$ cat src/assert_macros.svh
// Assertion macros shared by the shortest-path block.
// No dependencies; included by each RTL file that carries assertions.
`ifndef ASSERT_MACROS_SVH
`define ASSERT_MACROS_SVH
`ifndef SYNTHESIS
// Property that must hold at every clock edge outside reset
`define SSSP_ASSERT(label, clk, rst, prop, msg) \
   label: assert property (@(posedge clk) disable iff (rst) prop) else $error(msg);
// Condition that must never be seen outside reset
`define SSSP_NEVER(label, clk, rst, expr, msg) \
   label: assert property (@(posedge clk) disable iff (rst) !(expr)) else $error(msg);
`else
`define SSSP_ASSERT(label, clk, rst, prop, msg)
`define SSSP_NEVER(label, clk, rst, expr, msg)
`endif
`endif

$ cat src/sssp_pkg.sv
// Types and constants of the shortest-path block.
// No dependencies; used by every module of the block by scoped names.
package sssp_pkg;

   localparam int KIND_W = 2;
   localparam int VTX_W  = 6;
   localparam int WGT_W  = 16;
   localparam int DIST_W = 32;
   localparam int NV_W   = 7;

   // item kinds
   localparam logic [KIND_W-1:0] KIND_LOAD  = 2'd0;
   localparam logic [KIND_W-1:0] KIND_RUN   = 2'd1;
   localparam logic [KIND_W-1:0] KIND_CLEAR = 2'd2;

   // configuration register indexes
   localparam logic CSR_NUM_VERTICES  = 1'b0;
   localparam logic CSR_SOURCE_VERTEX = 1'b1;

   localparam logic [DIST_W-1:0] DIST_MAX = 32'h7FFF_FFFF;
   localparam logic [DIST_W-1:0] DIST_MIN = 32'h8000_0000;

   // one stored edge, tail vertex in the lowest bits
   typedef struct packed {
      logic [WGT_W-1:0] weight;
      logic [VTX_W-1:0] head;
      logic [VTX_W-1:0] tail;
   } edge_type;

   // one vertex entry: predecessor and distance
   typedef struct packed {
      logic [VTX_W-1:0]  pred;
      logic [DIST_W-1:0] dist_val;
   } vert_entry_type;

   // write request into the vertex memory
   typedef struct packed {
      logic             we;
      logic [VTX_W-1:0] addr;
      vert_entry_type   data;
   } vert_wr_type;

   typedef enum logic [10:0] {
      ST_IDLE  = 11'b000_0000_0001,
      ST_INIT  = 11'b000_0000_0010,
      ST_PASS  = 11'b000_0000_0100,
      ST_EREAD = 11'b000_0000_1000,
      ST_VREAD = 11'b000_0001_0000,
      ST_CALC  = 11'b000_0010_0000,
      ST_UPD   = 11'b000_0100_0000,
      ST_ENDP  = 11'b000_1000_0000,
      ST_ERD   = 11'b001_0000_0000,
      ST_EOUT  = 11'b010_0000_0000,
      ST_NEG   = 11'b100_0000_0000
   } state_type;

endpackage

$ cat src/sssp_vert_ram.sv
// Vertex memory holding distance and predecessor per vertex.
// One write port, two registered read ports. Depends on sssp_pkg.
module sssp_vert_ram #(
   parameter int DEPTH = 64,
   parameter int AW    = 6
) (
   input  logic                            clock,
   input  sssp_pkg::vert_wr_type           wr,
   input  logic [sssp_pkg::VTX_W-1:0]      rd_addr_a,
   input  logic [sssp_pkg::VTX_W-1:0]      rd_addr_b,
   output sssp_pkg::vert_entry_type        rd_data_a,
   output sssp_pkg::vert_entry_type        rd_data_b
);

   sssp_pkg::vert_entry_type mem [DEPTH];
   sssp_pkg::vert_entry_type rd_a_ff;
   sssp_pkg::vert_entry_type rd_b_ff;

   // write port
   always_ff @(posedge clock) begin
      if (wr.we) begin
         mem[wr.addr[AW-1:0]] <= wr.data;
      end
   end

   // two registered read ports
   always_ff @(posedge clock) begin
      rd_a_ff <= mem[rd_addr_a[AW-1:0]];
      rd_b_ff <= mem[rd_addr_b[AW-1:0]];
   end

   assign rd_data_a = rd_a_ff;
   assign rd_data_b = rd_b_ff;

endmodule

$ cat config.mk
export PLATFORM = sky130hd
export DESIGN_NAME = sssp_vert_ram
export DESIGN_NICKNAME = d
export VERILOG_FILES = /design/src/assert_macros.svh /design/src/sssp_pkg.sv /design/src/sssp_vert_ram.sv
export SDC_FILE = /design/constraint.sdc
export NUM_CORES = 2
export LEC_CHECK = 0
export BUFFER_PORTS_ARGS = -buffer_cell sky130_fd_sc_hd__buf_2
export CAP_MARGIN = 30
export CORE_ASPECT_RATIO = 0.6
export CORE_MARGIN = 2
export CORE_UTILIZATION = 61
export CTS_CLUSTER_SIZE = 28
export DETAILED_ROUTE_END_ITERATION = 8
export PLACE_DENSITY = 0.77
export SLEW_MARGIN = 20
export SYNTH_ARGS = -nofsm -noshare
export SYNTH_HDL_FRONTEND = slang
export SYNTH_SLANG_ARGS = --single-unit
$ cat constraint.sdc
create_clock -name clock -period 11.4 [get_ports clock]
set_clock_uncertainty 0.2 [all_clocks]
set_input_delay 2.28 -clock clock [delete_from_list [all_inputs] [get_ports clock]]
set_output_delay 2.28 -clock clock [all_outputs]
set_load 0.02 [all_outputs]
==> impl_metrics.env <==
export IMPL_slew_headroom=0.226
export IMPL_hpwl_mm=204
export IMPL_via_per_inst=8.00
export IMPL_cts_tree="yes"
export IMPL_required_ps=11890
export IMPL_fill_cells=11100
export IMPL_setup_tns_ps=0
export IMPL_synth_most_common_cell="edfxtp_1"
export IMPL_cts_buffer_depth=4
export IMPL_vias=63200
export IMPL_worst_slew_pin_slew_ps=1160
export IMPL_p_leak_uw=0.0391
export IMPL_power_total_uw=19700
export IMPL_root_buffer="clkbuf_16"
export IMPL_cts_sinks=2508
export IMPL_reg2reg_slack_ps=8460
export IMPL_crit_path_end_kind="register"
export IMPL_dieArea_mm2=0.190
export IMPL_die_width_um=561
export IMPL_irDropWorstVdd_uv=162
export IMPL_drive_above_1_share=0.405
export IMPL_die_y_um=338
export IMPL_cts_buffers=220
export IMPL_first_global_vias=61300
export IMPL_synth_edf_count=2432
export IMPL_first_pass_iters=8
export IMPL_drv_slew=0
export IMPL_ys_seq_elements=2508
export IMPL_grtUsageMet2=0.507
export IMPL_antenna_found_initial=39
export IMPL_synth_flop_cell="edfxtp_1"
export IMPL_multi_input_area_mm2=0.0376
export IMPL_async_flop_share=0
export IMPL_clock_tree_htree_level_count=4
export IMPL_final_util=0.681
export IMPL_status="completed"
export IMPL_max_freq_mhz=185
export IMPL_r2r_start="mem[7][34]"
export IMPL_clk_pin_slew_ps=70
export IMPL_syn_nets=5134
export IMPL_timing_rr_end="rd_data_b[34]"
export IMPL_ys_seq_area_frac=0.657
export IMPL_synthTopCellsByCount="2432 x edfxtp_1, 1415 x mux4_2, 159 x mux2i_1"
export IMPL_grt_max_degree=127
export IMPL_grt_remaining_overflow=0
export IMPL_setup_violations=0
export IMPL_busiest_layer="met1"
export IMPL_synth_warnings=0
export IMPL_avgSynthCellArea_um2=22.4
export IMPL_rows=122
export IMPL_grt_pass1_wl_mm=496
export IMPL_final_min_clock_period_ps=5400
export IMPL_met1_usage=0.555
export IMPL_gp_congestion=0.901
export IMPL_port_buffers=133
export IMPL_power_density_mw_per_mm2=156
export IMPL_grt_setup_unrepaired="no"
export IMPL_coreArea_mm2=0.185
export IMPL_antenna_left=0
export IMPL_cp_start_kind="input port"
export IMPL_area_growth_pct=10.7
export IMPL_clock_latency_ps=880
export IMPL_critPathKind="input port to register"
export IMPL_postCtsSetupRepairBufs=0
export IMPL_start_util=0.615
export IMPL_routed_wl_mm=356
export IMPL_r2r_cells=5
export IMPL_cts_resized=0
export IMPL_synth_top_area_share=0.643
export IMPL_drtIter0Drc=12900
export IMPL_use_met3=0.167
export IMPL_yosysTopAreaCell="edfxtp_1"
export IMPL_cts_hold_fix_buffers=0
export IMPL_maxCapViolCount=0
export IMPL_final_nets=5274
export IMPL_area_sequential_mm2=0.0746
export IMPL_crit_start="rd_addr_b[0]"
export IMPL_hold_class="register to register"
export IMPL_critPathMaxFanout=97
export IMPL_ys_top_cells_by_area="edfxtp_1 64%, mux4_2 28%, mux2i_1 1.4%, dfxtp_1 1.3%, buf_2 0.70%"
export IMPL_crit_arrival_ps=5880
export IMPL_finalHoldViolCount=0
export IMPL_endpoint="rd_data_b[34]"
export IMPL_io_pins=134
export IMPL_syn_area_mm2=0.114
export IMPL_drc=0
export IMPL_wl_per_cell_um=45.1
export IMPL_syn_inst=5076
export IMPL_grtUsageTotal=0.380
export IMPL_synth_cell_types=38
export IMPL_min_period_over_period=0.473
-- worst max-delay path, stage by stage --
cell	delay, ps
buf_8	460
buf_12	620
mux4_2	620
mux4_2	470
nor2b_1	170
a211oi_1	780
a21oi_1	230
-- registers in the layout (all words and copies together), names as in the netlist --
signal / cells
mem: 2432
rd_data_a: 38
rd_data_b: 38
-- power breakdown --
group	switching (uW)	total, uW	internal [uW]
clock network	3420	7730	4310
registers	112	10300	10200
logic	927	1620	692
-- how the worst min path moves through the flow --
stage                      startpoint             to  slack (ps)  depth (start not counted)
after floorplan           mem[44][10]  rd_data_a[10]         600                          5
final                       mem[2][9]   rd_data_a[9]         670                          4
after detailed placement    mem[2][9]   rd_data_a[9]         650                          4
after global routing        mem[2][9]   rd_data_a[9]         710                          4
after global placement      mem[0][9]   rd_data_a[9]         650                          4
after CTS                   mem[2][9]   rd_data_a[9]         660                          4
-- cells by family (layout without fill, tap and decap cells) --
family / Yosys count / count (layout) / synth area share
AO/OA/AOI/OAI: 247 / 247 / 0.0154
buffers and inverters: 406 / 727 / 0.0171
flip-flops: 2508 / 2508 / 0.657
multiplexers: 1617 / 1617 / 0.299
other: 0 / 19 / 0
AND/OR/NAND/NOR: 298 / 298 / 0.0119
-- routing by layer --
metal | routed length (um) | share of wire
met1 | 122000 | 0.34
met2 | 149000 | 0.42
met3 | 67600 | 0.19
met4 | 16400 | 0.046
met5 | 229 | 0.00064
-- through the flow --
stage,cell area [um^2],instances,hold slack [ps],setup slack (ps)
floorplan,114000,5076,599,5310
global placement,117000,7426,654,5210
detailed placement,118000,7439,653,5240
CTS,125000,7842,665,6150
global route,126000,7887,714,5900
finish,126000,7896,669,6000
-- layout by cell type (no fill, tap or decap), drive strengths merged, types with 25 or more instances in the layout --
master	Yosys	layout
edfxtp	2432	2432
mux4	1415	1415
buf	253	323
clkbuf	152	294
mux2i	159	159
nand2	119	119
a22oi	86	86
nor2	80	80
dfxtp	76	76
clkinv	0	69
a211oi	47	47
nor2b	47	47
a21oi	45	45
mux2	43	43
o211ai	41	41
bufinv	0	25
-- layout make-up --
class | count | area share
clock inverters | 109 | 0.00967
clock buffers | 294 | 0.0483
flip-flops and latches | 2508 | 0.593
multi-input cells | 2162 | 0.299
inverters | 1 | 0.0000299
diodes | 19 | 0.000378
well taps | 2480 | 0.0247
repair buffers | 323 | 0.0250
Note: power is estimated with default switching activity, not from simulation.
